`src/hw/rtl/swarq_pkg.sv`:
```
// Package for the sliding-window ARQ endpoint: sizes, codes and controller states.
// Used by the controller, the datapath and the top level; depends on nothing.
package swarq_pkg;
  localparam int WINDOW_DEF = 10;
  localparam int SEND_DEPTH_DEF = 16;
  localparam int TIME_BITS_DEF = 16;
  localparam logic [7:0] TIMEOUT_RESET = 8'd2;

  localparam logic [2:0] OP_DATA = 3'd0;
  localparam logic [2:0] OP_ACK = 3'd1;
  localparam logic [2:0] OP_TICK = 3'd2;
  localparam logic [2:0] OP_ENQ = 3'd3;
  localparam logic [2:0] OP_CONSUME = 3'd4;

  localparam logic [1:0] KIND_DATA = 2'd0;
  localparam logic [1:0] KIND_ACK = 2'd1;
  localparam logic [1:0] KIND_STATUS = 2'd2;

  localparam logic [2:0] ST_OK = 3'd0;
  localparam logic [2:0] ST_ORDER = 3'd1;
  localparam logic [2:0] ST_RXFULL = 3'd2;
  localparam logic [2:0] ST_TXFULL = 3'd3;
  localparam logic [2:0] ST_RXEMPTY = 3'd4;
  localparam logic [2:0] ST_IDLE = 3'd5;

  typedef enum logic [3:0] {
    S_IDLE, S_SIMPLE, S_ACK_MARK, S_ACK_MIN, S_ACK_FIN,
    S_RETX, S_NEW, S_TICK_END, S_CONS_ACK
  } state_t;

  typedef struct packed {
    logic load;
    logic simple;
    logic ack_mark;
    logic ack_min;
    logic ack_fin;
    logic retx;
    logic new_send;
    logic tick_end;
    logic cons_ack;
    logic scan_clr;
  } cmd_t;

  typedef struct packed {
    logic scan_done;
    logic new_more;
    logic cons_flag;
    logic [2:0] op;
  } stat_t;
endpackage

```
`src/hw/rtl/sliding_window_arq_endpoint.sv`:
```
// Top level of the sliding-window ARQ endpoint: controller plus datapath.
// An ACK and a tick scan the send slots at one slot per cycle, and a tick then sends
// new frames; a consume that frees a full receive window also sends an ACK. A new beat
// is taken only once busy has fallen after the last one. The receiver cannot stall.
// Reset (rst_n low, synchronous) restores all sequence state and the timeout register.
module sliding_window_arq_endpoint #(
  parameter int WINDOW = swarq_pkg::WINDOW_DEF,
  parameter int SEND_DEPTH = swarq_pkg::SEND_DEPTH_DEF,
  parameter int TIME_BITS = swarq_pkg::TIME_BITS_DEF
) (
  input  logic       clk,
  input  logic       rst_n,
  input  logic       start,
  output logic       busy,
  input  logic [2:0] in_op,
  input  logic [7:0] in_frame_seq,
  input  logic [7:0] in_acked_upto,
  input  logic [7:0] in_advertised_window,
  input  logic       cfg_valid,
  output logic       cfg_ready,
  input  logic [7:0] cfg_data,
  output logic       out_valid,
  output logic [1:0] out_kind,
  output logic [7:0] out_tx_seq,
  output logic [3:0] out_slot,
  output logic [7:0] out_ack_last,
  output logic [4:0] out_ack_window,
  output logic [3:0] out_buffer_index,
  output logic [2:0] out_status,
  output logic       out_last
);
  import swarq_pkg::*;

  cmd_t cmd;
  stat_t stat;
  logic busy_c;
  logic start_ok;
  logic v_d, l_d;
  logic [1:0] k_d;
  logic [7:0] ts_d, al_d;
  logic [3:0] si_d, bi_d;
  logic [4:0] aw_d;
  logic [2:0] st_d;
  logic h_v_r, h_l_r;
  logic [1:0] h_k_r;
  logic [7:0] h_ts_r, h_al_r;
  logic [3:0] h_si_r, h_bi_r;
  logic [4:0] h_aw_r;
  logic [2:0] h_st_r;
  logic end_r;

  assign cfg_ready = 1'b1;
  assign start_ok = start && !busy;

  swarq_ctrl u_ctrl (.clk, .rst_n, .start(start_ok), .stat, .busy(busy_c), .cmd);

  swarq_dp #(.WINDOW(WINDOW), .SEND_DEPTH(SEND_DEPTH), .TIME_BITS(TIME_BITS)) u_dp (
    .clk, .rst_n, .cmd, .stat, .in_op, .in_frame_seq, .in_acked_upto,
    .in_advertised_window, .cfg_we(cfg_valid), .cfg_data,
    .out_valid(v_d), .out_kind(k_d), .out_tx_seq(ts_d), .out_slot(si_d),
    .out_ack_last(al_d), .out_ack_window(aw_d), .out_buffer_index(bi_d),
    .out_status(st_d), .out_last(l_d)
  );

  // One result is held back so that the last data frame of a tick can be flagged.
  always_ff @(posedge clk) begin
    if (!rst_n) begin
      h_v_r <= 1'b0;
      end_r <= 1'b0;
    end else begin
      end_r <= cmd.tick_end;
      if (v_d || end_r || h_l_r) h_v_r <= v_d;
      if (v_d) begin
        h_k_r <= k_d; h_ts_r <= ts_d; h_si_r <= si_d; h_al_r <= al_d;
        h_aw_r <= aw_d; h_bi_r <= bi_d; h_st_r <= st_d; h_l_r <= l_d;
      end
    end
  end

  assign out_valid = h_v_r && (v_d || end_r || h_l_r);
  assign out_kind = h_k_r;
  assign out_tx_seq = h_ts_r;
  assign out_slot = h_si_r;
  assign out_ack_last = h_al_r;
  assign out_ack_window = h_aw_r;
  assign out_buffer_index = h_bi_r;
  assign out_status = h_st_r;
  assign out_last = h_l_r || (end_r && !v_d);
  assign busy = busy_c || end_r || (h_v_r && !h_l_r);
endmodule

```
`src/hw/rtl/swarq_ctrl.sv`:
```
// Controller state machine of the ARQ endpoint: sequences slot scans and results.
// Depends on swarq_pkg; drives the datapath through cmd_t and reads stat_t.
module swarq_ctrl (
  input  logic              clk,
  input  logic              rst_n,
  input  logic              start,
  input  swarq_pkg::stat_t  stat,
  output logic              busy,
  output swarq_pkg::cmd_t   cmd
);
  import swarq_pkg::*;

  state_t state_r, state_nxt;

  always_ff @(posedge clk) begin
    if (!rst_n) begin
      state_r <= S_IDLE;
    end else begin
      state_r <= state_nxt;
    end
  end

  always_comb begin
    state_nxt = state_r;
    unique case (state_r)
      S_IDLE: begin
        if (start) begin
          unique case (stat.op)
            OP_ACK: state_nxt = S_ACK_MARK;
            OP_TICK: state_nxt = S_RETX;
            default: state_nxt = S_SIMPLE;
          endcase
        end
      end
      S_SIMPLE: state_nxt = stat.cons_flag ? S_CONS_ACK : S_IDLE;
      S_CONS_ACK: state_nxt = S_IDLE;
      S_ACK_MARK: if (stat.scan_done) state_nxt = S_ACK_MIN;
      S_ACK_MIN: if (stat.scan_done) state_nxt = S_ACK_FIN;
      S_ACK_FIN: state_nxt = S_IDLE;
      S_RETX: if (stat.scan_done) state_nxt = S_NEW;
      S_NEW: if (!stat.new_more) state_nxt = S_TICK_END;
      S_TICK_END: state_nxt = S_IDLE;
      default: state_nxt = S_IDLE;
    endcase
  end

  always_comb begin
    cmd = '0;
    busy = (state_r != S_IDLE);
    unique case (state_r)
      S_IDLE: begin
        cmd.load = start;
        cmd.scan_clr = 1'b1;
      end
      S_SIMPLE: cmd.simple = 1'b1;
      S_CONS_ACK: cmd.cons_ack = 1'b1;
      S_ACK_MARK: begin
        cmd.ack_mark = 1'b1;
        cmd.scan_clr = stat.scan_done;
      end
      S_ACK_MIN: cmd.ack_min = 1'b1;
      S_ACK_FIN: cmd.ack_fin = 1'b1;
      S_RETX: begin
        cmd.retx = 1'b1;
        cmd.scan_clr = stat.scan_done;
      end
      S_NEW: cmd.new_send = 1'b1;
      S_TICK_END: cmd.tick_end = 1'b1;
      default: cmd = '0;
    endcase
  end
endmodule

```
`src/hw/rtl/swarq_dp.sv`:
```
// Datapath of the ARQ endpoint: connection state, send slots, scan counter, results.
// Depends on swarq_pkg; commanded by swarq_ctrl.
module swarq_dp #(
  parameter int WINDOW = swarq_pkg::WINDOW_DEF,
  parameter int SEND_DEPTH = swarq_pkg::SEND_DEPTH_DEF,
  parameter int TIME_BITS = swarq_pkg::TIME_BITS_DEF
) (
  input  logic             clk,
  input  logic             rst_n,
  input  swarq_pkg::cmd_t  cmd,
  output swarq_pkg::stat_t stat,
  input  logic [2:0]       in_op,
  input  logic [7:0]       in_frame_seq,
  input  logic [7:0]       in_acked_upto,
  input  logic [7:0]       in_advertised_window,
  input  logic             cfg_we,
  input  logic [7:0]       cfg_data,
  output logic             out_valid,
  output logic [1:0]       out_kind,
  output logic [7:0]       out_tx_seq,
  output logic [3:0]       out_slot,
  output logic [7:0]       out_ack_last,
  output logic [4:0]       out_ack_window,
  output logic [3:0]       out_buffer_index,
  output logic [2:0]       out_status,
  output logic             out_last
);
  import swarq_pkg::*;

  localparam int SW = (WINDOW > 1) ? $clog2(WINDOW) : 1;
  localparam int QW = $clog2(SEND_DEPTH);
  localparam logic [4:0] WIN5 = 5'(WINDOW);
  localparam logic [4:0] DEPTH5 = 5'(SEND_DEPTH);
  localparam logic [SW-1:0] LAST_SLOT = SW'(WINDOW - 1);
  localparam logic [QW-1:0] LAST_Q = QW'(SEND_DEPTH - 1);

  logic [7:0] tmo_r;
  logic [2:0] op_r;
  logic [7:0] fseq_r, aupto_r, awin_r;
  logic [7:0] exp_r, base_r, nseq_r;
  logic [4:0] rxc_r, peer_r, txc_r;
  logic rxflag_r;
  logic [QW-1:0] head_r;
  logic [TIME_BITS-1:0] tick_r;
  logic [7:0] sseq_r [WINDOW];
  logic [WINDOW-1:0] sent_r, acked_r;
  logic [TIME_BITS-1:0] stime_r [WINDOW];
  logic [SW-1:0] j_r;
  logic found_r;
  logic [7:0] best_r;
  logic any_r;

  logic [7:0] outst, upto, dj;
  logic live_j, freef;
  logic [SW-1:0] free_idx;
  logic [TIME_BITS-1:0] age;
  logic [4:0] qsum, qidx;

  assign outst = nseq_r - base_r;
  assign upto = aupto_r + 8'd1 - base_r;
  assign dj = sseq_r[j_r] - base_r;
  assign live_j = sent_r[j_r] && !acked_r[j_r];
  assign age = tick_r - stime_r[j_r];
  assign qsum = 5'(head_r) + txc_r;
  assign qidx = (qsum >= DEPTH5) ? qsum - DEPTH5 : qsum;

  always_comb begin
    freef = 1'b0;
    free_idx = '0;
    for (int k = WINDOW - 1; k >= 0; k--) begin
      if (!sent_r[k] || acked_r[k]) begin
        freef = 1'b1;
        free_idx = SW'(k);
      end
    end
  end

  assign stat.scan_done = (j_r == LAST_SLOT);
  assign stat.new_more = (outst < {3'd0, peer_r}) && (txc_r != 5'd0) && freef;
  assign stat.cons_flag = (op_r == OP_CONSUME) && (rxc_r != 5'd0) && rxflag_r;
  assign stat.op = cmd.load ? in_op : op_r;

  always_ff @(posedge clk) begin
    if (!rst_n) begin
      tmo_r <= TIMEOUT_RESET;
      exp_r <= 8'd1;
      base_r <= 8'd1;
      nseq_r <= 8'd1;
      rxc_r <= '0;
      rxflag_r <= 1'b0;
      peer_r <= WIN5;
      txc_r <= '0;
      head_r <= '0;
      tick_r <= '0;
      sent_r <= '0;
      acked_r <= '0;
      j_r <= '0;
      out_valid <= 1'b0;
      for (int k = 0; k < WINDOW; k++) begin
        sseq_r[k] <= '0;
        stime_r[k] <= '0;
      end
    end else begin
      out_valid <= 1'b0;
      if (cfg_we) tmo_r <= cfg_data;
      if (cmd.scan_clr) j_r <= '0;
      else if (cmd.ack_mark || cmd.ack_min || cmd.retx) j_r <= j_r + SW'(1);
      if (cmd.load) begin
        op_r <= in_op;
        fseq_r <= in_frame_seq;
        aupto_r <= in_acked_upto;
        awin_r <= in_advertised_window;
        found_r <= 1'b0;
        best_r <= '0;
        any_r <= 1'b0;
        if (in_op == OP_TICK) tick_r <= tick_r + TIME_BITS'(1);
      end
      if (cmd.simple || cmd.cons_ack || cmd.ack_fin || cmd.tick_end ||
          (cmd.retx && live_j && age >= TIME_BITS'(tmo_r)) ||
          (cmd.new_send && stat.new_more)) begin
        out_valid <= 1'b1;
      end
      out_kind <= KIND_STATUS;
      out_tx_seq <= '0;
      out_slot <= '0;
      out_ack_last <= '0;
      out_ack_window <= '0;
      out_buffer_index <= '0;
      out_status <= ST_OK;
      out_last <= 1'b1;
      if (cmd.simple) begin
        unique case (op_r)
          OP_DATA: begin
            if (fseq_r != exp_r) begin
              out_status <= ST_ORDER;
            end else if (rxc_r >= WIN5) begin
              rxflag_r <= 1'b1;
              out_status <= ST_RXFULL;
            end else begin
              rxc_r <= rxc_r + 5'd1;
              exp_r <= exp_r + 8'd1;
              out_kind <= KIND_ACK;
              out_ack_last <= exp_r;
              out_ack_window <= WIN5 - rxc_r - 5'd1;
              out_buffer_index <= rxc_r[3:0];
            end
          end
          OP_ENQ: begin
            if (txc_r >= DEPTH5) begin
              out_status <= ST_TXFULL;
            end else begin
              txc_r <= txc_r + 5'd1;
              out_buffer_index <= qidx[3:0];
            end
          end
          OP_CONSUME: begin
            if (rxc_r == 5'd0) begin
              out_status <= ST_RXEMPTY;
            end else begin
              rxc_r <= rxc_r - 5'd1;
              out_last <= !rxflag_r;
            end
          end
          default: out_status <= ST_IDLE;
        endcase
      end
      if (cmd.cons_ack) begin
        rxflag_r <= 1'b0;
        out_kind <= KIND_ACK;
        out_ack_last <= exp_r - 8'd1;
        out_ack_window <= WIN5 - rxc_r;
      end
      if (cmd.ack_mark) begin
        if (j_r == '0) peer_r <= (awin_r > 8'(WINDOW)) ? WIN5 : awin_r[4:0];
        if (upto <= outst && live_j && dj < upto && dj < outst) acked_r[j_r] <= 1'b1;
      end
      if (cmd.ack_min && live_j && dj < outst && (!found_r || dj < best_r)) begin
        found_r <= 1'b1;
        best_r <= dj;
      end
      if (cmd.ack_fin) begin
        base_r <= found_r ? base_r + best_r : nseq_r;
      end
      if (cmd.retx) begin
        out_kind <= KIND_DATA;
        out_tx_seq <= sseq_r[j_r];
        out_slot <= 4'(j_r);
        out_last <= 1'b0;
        if (live_j && age >= TIME_BITS'(tmo_r)) begin
          stime_r[j_r] <= tick_r;
          any_r <= 1'b1;
        end
      end
      if (cmd.new_send && stat.new_more) begin
        sseq_r[free_idx] <= nseq_r;
        sent_r[free_idx] <= 1'b1;
        acked_r[free_idx] <= 1'b0;
        stime_r[free_idx] <= tick_r;
        out_kind <= KIND_DATA;
        out_tx_seq <= nseq_r;
        out_slot <= 4'(free_idx);
        out_buffer_index <= 4'(head_r);
        out_last <= 1'b0;
        head_r <= (head_r == LAST_Q) ? '0 : head_r + QW'(1);
        txc_r <= txc_r - 5'd1;
        nseq_r <= nseq_r + 8'd1;
        any_r <= 1'b1;
      end
      if (cmd.tick_end) begin
        out_status <= ST_IDLE;
        if (any_r) begin
          out_valid <= 1'b0;
        end
      end
    end
  end

  // The final result of a tick that sent frames is flagged by retiming: see top level.
endmodule

```
`config.mk`:
```
export PLATFORM = sky130hd
export DESIGN_NAME = sliding_window_arq_endpoint
export DESIGN_NICKNAME = d
export VERILOG_FILES = /design/src/hw/rtl/swarq_pkg.sv /design/src/hw/rtl/sliding_window_arq_endpoint.sv /design/src/hw/rtl/swarq_ctrl.sv /design/src/hw/rtl/swarq_dp.sv
export SDC_FILE = /design/constraint.sdc
export NUM_CORES = 1
export LEC_CHECK = 0
export BUFFER_PORTS_ARGS = -buffer_cell sky130_fd_sc_hd__buf_2
export CAP_MARGIN = 5
export CORE_UTILIZATION = 43
export DETAILED_ROUTE_END_ITERATION = 10
export PLACE_DENSITY = 0.72
export SYNTH_ARGS = -nofsm -noshare
export SYNTH_HDL_FRONTEND = slang
export SYNTH_SLANG_ARGS = --single-unit
```
`constraint.sdc`:
```
create_clock -name clk -period 8.1 [get_ports clk]
set_clock_uncertainty 0.2 [all_clocks]
set_input_delay 0.405 -clock clk [delete_from_list [all_inputs] [get_ports clk]]
set_output_delay 0.405 -clock clk [all_outputs]
set_load 0.05 [all_outputs]
```
=== After elaboration in Yosys (flattened, before gate mapping) ===
Memory sizes are Yosys's and may differ from the RTL's. A register that Yosys moved wholly into a read port is not among the register bits.
Index checks and enable logic that the tools add are counted.

* Register bits after elaboration: 206
* Bits in writable memories: 240
* Output and inout port bits: 38
* Memories kept: 2

* $add $sub $neg: 20
* $lt $le $gt $ge: 14
* Equal/unequal tests: 25
* Mux-type cells: 127
* Bitwise logic cells: 8
* Reduce and logical (&&, ||, !) cells: 90

{| class="wikitable"
|+ Memories
! memory !! words !! bits a word !! read ports !! clocked after memory_dff !! wr ports !! line !! source
|-
| u_dp.stime_r || 10 || 16 || 1 || 1 || 10 || swarq_dp.sv:47 || <nowiki>logic [TIME_BITS-1:0] stime_r [WINDOW];</nowiki>
|-
| u_dp.sseq_r || 10 || 8 || 1 || 1 || 10 || swarq_dp.sv:45 || <nowiki>logic [7:0] sseq_r [WINDOW];</nowiki>
|}

{| class="wikitable"
|+ Operators with widths
! cell !! count
|-
| 4-bit two-way mux || 32
|-
| 8-bit two-way mux || 11
|-
| 5-bit two-way mux || 13
|-
| 1-bit two-way mux || 45
|-
| 10-bit two-way mux || 4
|-
| 16-bit two-way mux || 2
|-
| 16-bit OR reduction || 2
|-
| 8-bit by 1-bit adder with 8-bit output (second input constant) || 3
|-
| 8-bit less-than comparator || 3
|-
| 4-bit one-hot mux with 6 select lines || 1
|-
| 8-bit subtractor || 3
|-
| 1-bit logical OR || 23
|-
| 1-bit logical AND || 21
|-
| 10-bit OR || 2
|-
| 16-bit by 1-bit adder with 16-bit output (second input constant) || 1
|-
| 4-bit by 3-bit equality test with 1-bit output (second input constant) || 4
|-
| 16-bit by 8-bit >= comparator with 1-bit output || 1
|-
| 1-bit zero test || 16
|-
| 16-bit subtractor || 1
|-
| 5-bit by 1-bit subtractor with 5-bit output (second input constant) || 3
|-
| 2-bit inequality test (second input constant) || 7
|-
| 4-bit equality test (second input constant) || 3
|-
| 2-bit two-way mux || 6
|-
| 3-bit two-way mux || 4
|-
| other kinds (44) || 73
|}

=== Depth between registers and ports, before layout ===
* Word-level depth: 19
* Gate-level depth with buffers: 25
* Gate-level depth less buffers: 20

=== Modules after synthesis ===
Synthesis repeated with hierarchy kept, for this count alone.

* Cells, all modules: 2267
* Area total of the unflattened synthesis: 28915.2 um2

{| class="wikitable"
|+ Modules (own cells, without submodules)
! module !! times used !! cells each !! area an instance (um2) !! seq. area each (um2)
|-
| swarq_dp || 1 || 2173 || 27391.3 || 15635.0
|-
| sliding_window_arq_endpoint || 1 || 48 || 1164.9 || 1091.0
|-
| swarq_ctrl || 1 || 46 || 359.1 || 80.1
|}

=== Worst setup path before layout ===
OpenSTA, ideal clock, no wires.

* Kind: flip-flop to flip-flop
* Start point: register (tool-made name)
* End point: memory u_dp.stime_r[1][0] (netlist bit) (enable)
* Setup time: 372 ps
* Data arrival time: 7099 ps
* Required time: 7528 ps
* Path slack: 430 ps
* Stages on the path, launching flop included: 25
* Path buffers: 5
* Clock period less this slack: 7670 ps
* Cells stage by stage: dfxtp_1 buf_2 buf_1 clkbuf_1 buf_1 mux4_2 mux4_2 inv_1 ha_1 and2_1 a221oi_2 and2_1 o21ai_0 xor2_1 ha_1 a222oi_1 o2111ai_1 or4_1 nor4_2 o2111ai_2 and3_4 a211oi_4 o2111ai_4 buf_6 nand2_1

{| class="wikitable"
|+ RTL lines
! element !! line
|-
| end, declared || swarq_dp.sv:47
|}

==> results.md <==
- Register area share after synthesis: roughly three fifths
- Synth Area in Simple Gates: 11.2%
- Aggregate global-route resource usage: 19.4%
- Largest family of logic cells by synthesized area: simple AND/OR/NAND/NOR gates
- Cell variety after synth: between 90 and 100
- Commonest cells after routing, fill and taps aside: edfxtp_1, nor2_1, conb_1
- Final hold vios: 0
- Mean Syn Cell Area: 13.3 µm²
- Combinational Power Share: about 15%
- Int Pwr: around 5.6 mW
- Placement Rows: 93
- CTS root buf: clkbuf_16
- Horiz. Die Dim: 258 µm
- Global-route wire length before repair: 101000 µm
- Crit path max fanout: 29
- Mux cell area share after synthesis: 10.5%
- Crit. End Element: flop
- Clk_lat worst skew: 0.65 ns
- Setup TNS: 0 ns
- Via density: ~5.5
- Initial core utilization: between 40% and 50%
- HP Class: primary input to flop
- Post-synth ARST share: 0%
- Ratio of final minimum period to clock period: 89.5%
- Top cell type's share of synthesized area: a little over half
- Antenna violations before repair: 0
- Xor/xnor share of the synthesized area: 2.74%
- Fin nets: 2538
- Max IR drop VDD: 0.000200 V
- CTS tree: done
- #FFs+latches synth: 594
- DR vias: 17996
- Routed len/inst: 19.6 µm
- Post-synth top flop: edfxtp_1
- PortBufs: 75
- Power share of the sequential group: between 40% and 50%
- Die ar.: 66300 µm²
- Peak clock frequency supported by timing: 138 MHz
- Adder-cell area share of the yosys netlist: 5.51%
- Synth warn: 0
- GP Congestion: about 0.90
- DRC: 0
- Antenna-violating nets left: 0
- Core box area: 64500 µm²
- Pin count of the biggest net entering global routing: 55
- Critical Path AT: 7.34 ns
- Pwr Total: 7.51 mW
- Critical path class: flop to flop
- Area leader, netlist: edfxtp_1
- First drt pass iteration count: 6
- Min Tclk post-route: a little over 7 ns
- CP Data Required Time: 8.19 ns
- Max Cap Viol: 0
- # H-tree levels: 2
- Ports: 77
- Sw frac: 26.0%
- P_leak: 11.8 nW
- Routed Wire Length: 64300 µm
- Status: finished, final reports clean
- Relative slew slack: between 20 and 30%
- Largest cells by area after synthesis: edfxtp_1, mux4_2, dfxtp_1
- Slew Viols, Final: 0
- Commonest non-fill, non-tap cell in the layout: edfxtp_1
- Crit start category: flop
- Fill cell count: 5352
- Vias in the first global route: 18151
- Final setup fails: 0
- Pin slew with the least headroom to its limit: 1.07 ns
- Psw: 1.95 mW
- Area grow syn2layout: 15.4%
- EDFF count, synth: 491
- Post-synthesis cell area: 28100 µm²
- Clock Power Share: 37.9%
- Max clock buf depth: 3
- DP HPWL: approximately 44000 µm
- Total gr overflow: 0
- CTS clk-pin slew, worst paths: 0.06 ns
- RSZ-0062 raised after global routing: no
- Cells after Synth: 2115
- Post-synthesis compound-gate area fraction: 7.23%
- Final core occ: 50.3%
- Clk sink count: slightly below 600
- Die Y: between 200 and 300 µm
- Layout cell share with drive strength beyond 1: approximately 16%
- P per Cell Area: roughly 230 nW/µm²
- Total CTS buffers: 57
- Initial DRC count: roughly 1700
- Antenna diode instance count: 0
[state kept, by name (all words and copies together) (netlist names), 10 cells and up, named ones only]
register and flops:
u_dp.stime_r 256, u_dp.sseq_r 128, u_dp.tick_r 16, u_dp.acked_r 10, u_dp.sent_r 10
[Yosys cell counts, types with 11 or more instances]
library cell	instances
edfxtp_1	491
nor2_1	296
nand2_1	137
mux4_2	121
inv_1	118
ha_1	111
dfxtp_1	103
a21oi_1	80
o21ai_0	75
clkbuf_1	56
xor2_1	47
xnor2_1	41
and2_1	28
nor3_1	27
nand3_1	26
a21o_1	24
and3_1	21
mux2i_1	21
nor2b_1	19
nand2b_1	17
a211oi_1	16
or3_1	16
nand4_1	15
buf_1	13
buf_2	12
nor2_2	11
[stage by stage]
step           std cells  hold WS, ns  setup WS [ns]  cell area [µm²]
4_1_cts             3284     0.000460          0.824            32400
6_report            3284       0.0425          0.853            32400
2_1_floorplan       2258        0.200          0.430            28600
5_1_grt             3284       0.0502          0.296            32400
3_3_place_gp        3132        0.201           1.03            29900
3_5_place_dp        3132        0.205          0.872            29900
[worst max-delay path, stage by stage (launching register included)]
cell,delay (ns)
dfxtp_4,0.71
buf_4,0.34
mux4_2,0.53
mux4_2,0.52
ha_1,0.24
nor2b_1,0.17
o211ai_1,0.16
and2_1,0.24
o21ai_0,0.21
xor2_1,0.17
ha_1,0.27
a222oi_1,0.27
o2111ai_1,0.16
or4_1,0.43
nor4_2,0.26
o2111ai_2,0.28
and3_4,0.29
a211oi_4,0.40
o2111ai_4,0.41
nand2_1,0.60
[kinds of logic (layout without fill, tap and decap cells)]
logic type	count (synthesis)	count (layout)
buf+inv	206	377
flops	594	594
mux	144	144
other cells	2	145
xor+xnor	88	88
simple gates	660	660
compound gates	302	302
fa+ha+maj	119	119
[layout make-up]
| cell class | count | area (µm²) | share of cell area, % |
|---|---|---|---|
| Clock buffer | 64 | 1450 | 4.48 |
| Clock inverter | 44 | 572 | 1.76 |
| Timing Repair Buffer | 149 | 1040 | 3.22 |
| Tap cell | 855 | 1070 | 3.30 |
| Multi-Input combinational cell | 1458 | 11000 | 33.9 |
| Inverter | 120 | 450 | 1.39 |
| Sequential cell | 594 | 16800 | 51.9 |
[path summary, 6_finish.rpt]
path | cells past startpoint | start | slack [ns] | end
max | 19 | flop | 0.85 | u_dp.stime_r[1][0]$_SDFFCE_PN0P_
min | 3 | cfg_valid | 0.04 | u_dp.tmo_r[0]$_SDFFE_PN0P_
max reg2reg | 19 | flop | 0.85 | u_dp.stime_r[1][0]$_SDFFCE_PN0P_
min reg2reg | 0 | u_dp.out_buffer_index[0]$_DFFE_PP_ | 0.22 | out_buffer_index[0]$_DFFE_PP_
[power groups by stage]
stage               Sequential [mW]  Clock [mW]  Combinational, mW
floorplan                      3.63           0              0.756
global placement               3.61           0               1.05
detailed placement             3.61           0               1.08
CTS                            3.55        2.89               1.10
global route                   3.56        2.99               1.24
finish                         3.55        2.85               1.11
[metal layers]
layer	routed length, µm	GRT usage [%]
met5	0	0
met3	4610	3.24
met4	1630	5.75
met2	31800	33.2
met1	26300	25.2
[timing repair]
item                      CTS  global route
hold endpoints to repair   36             0
hold buffers               44             0
resized for setup           0             0
setup buffers               0             0
Note: power is estimated with default switching activity, not from simulation.
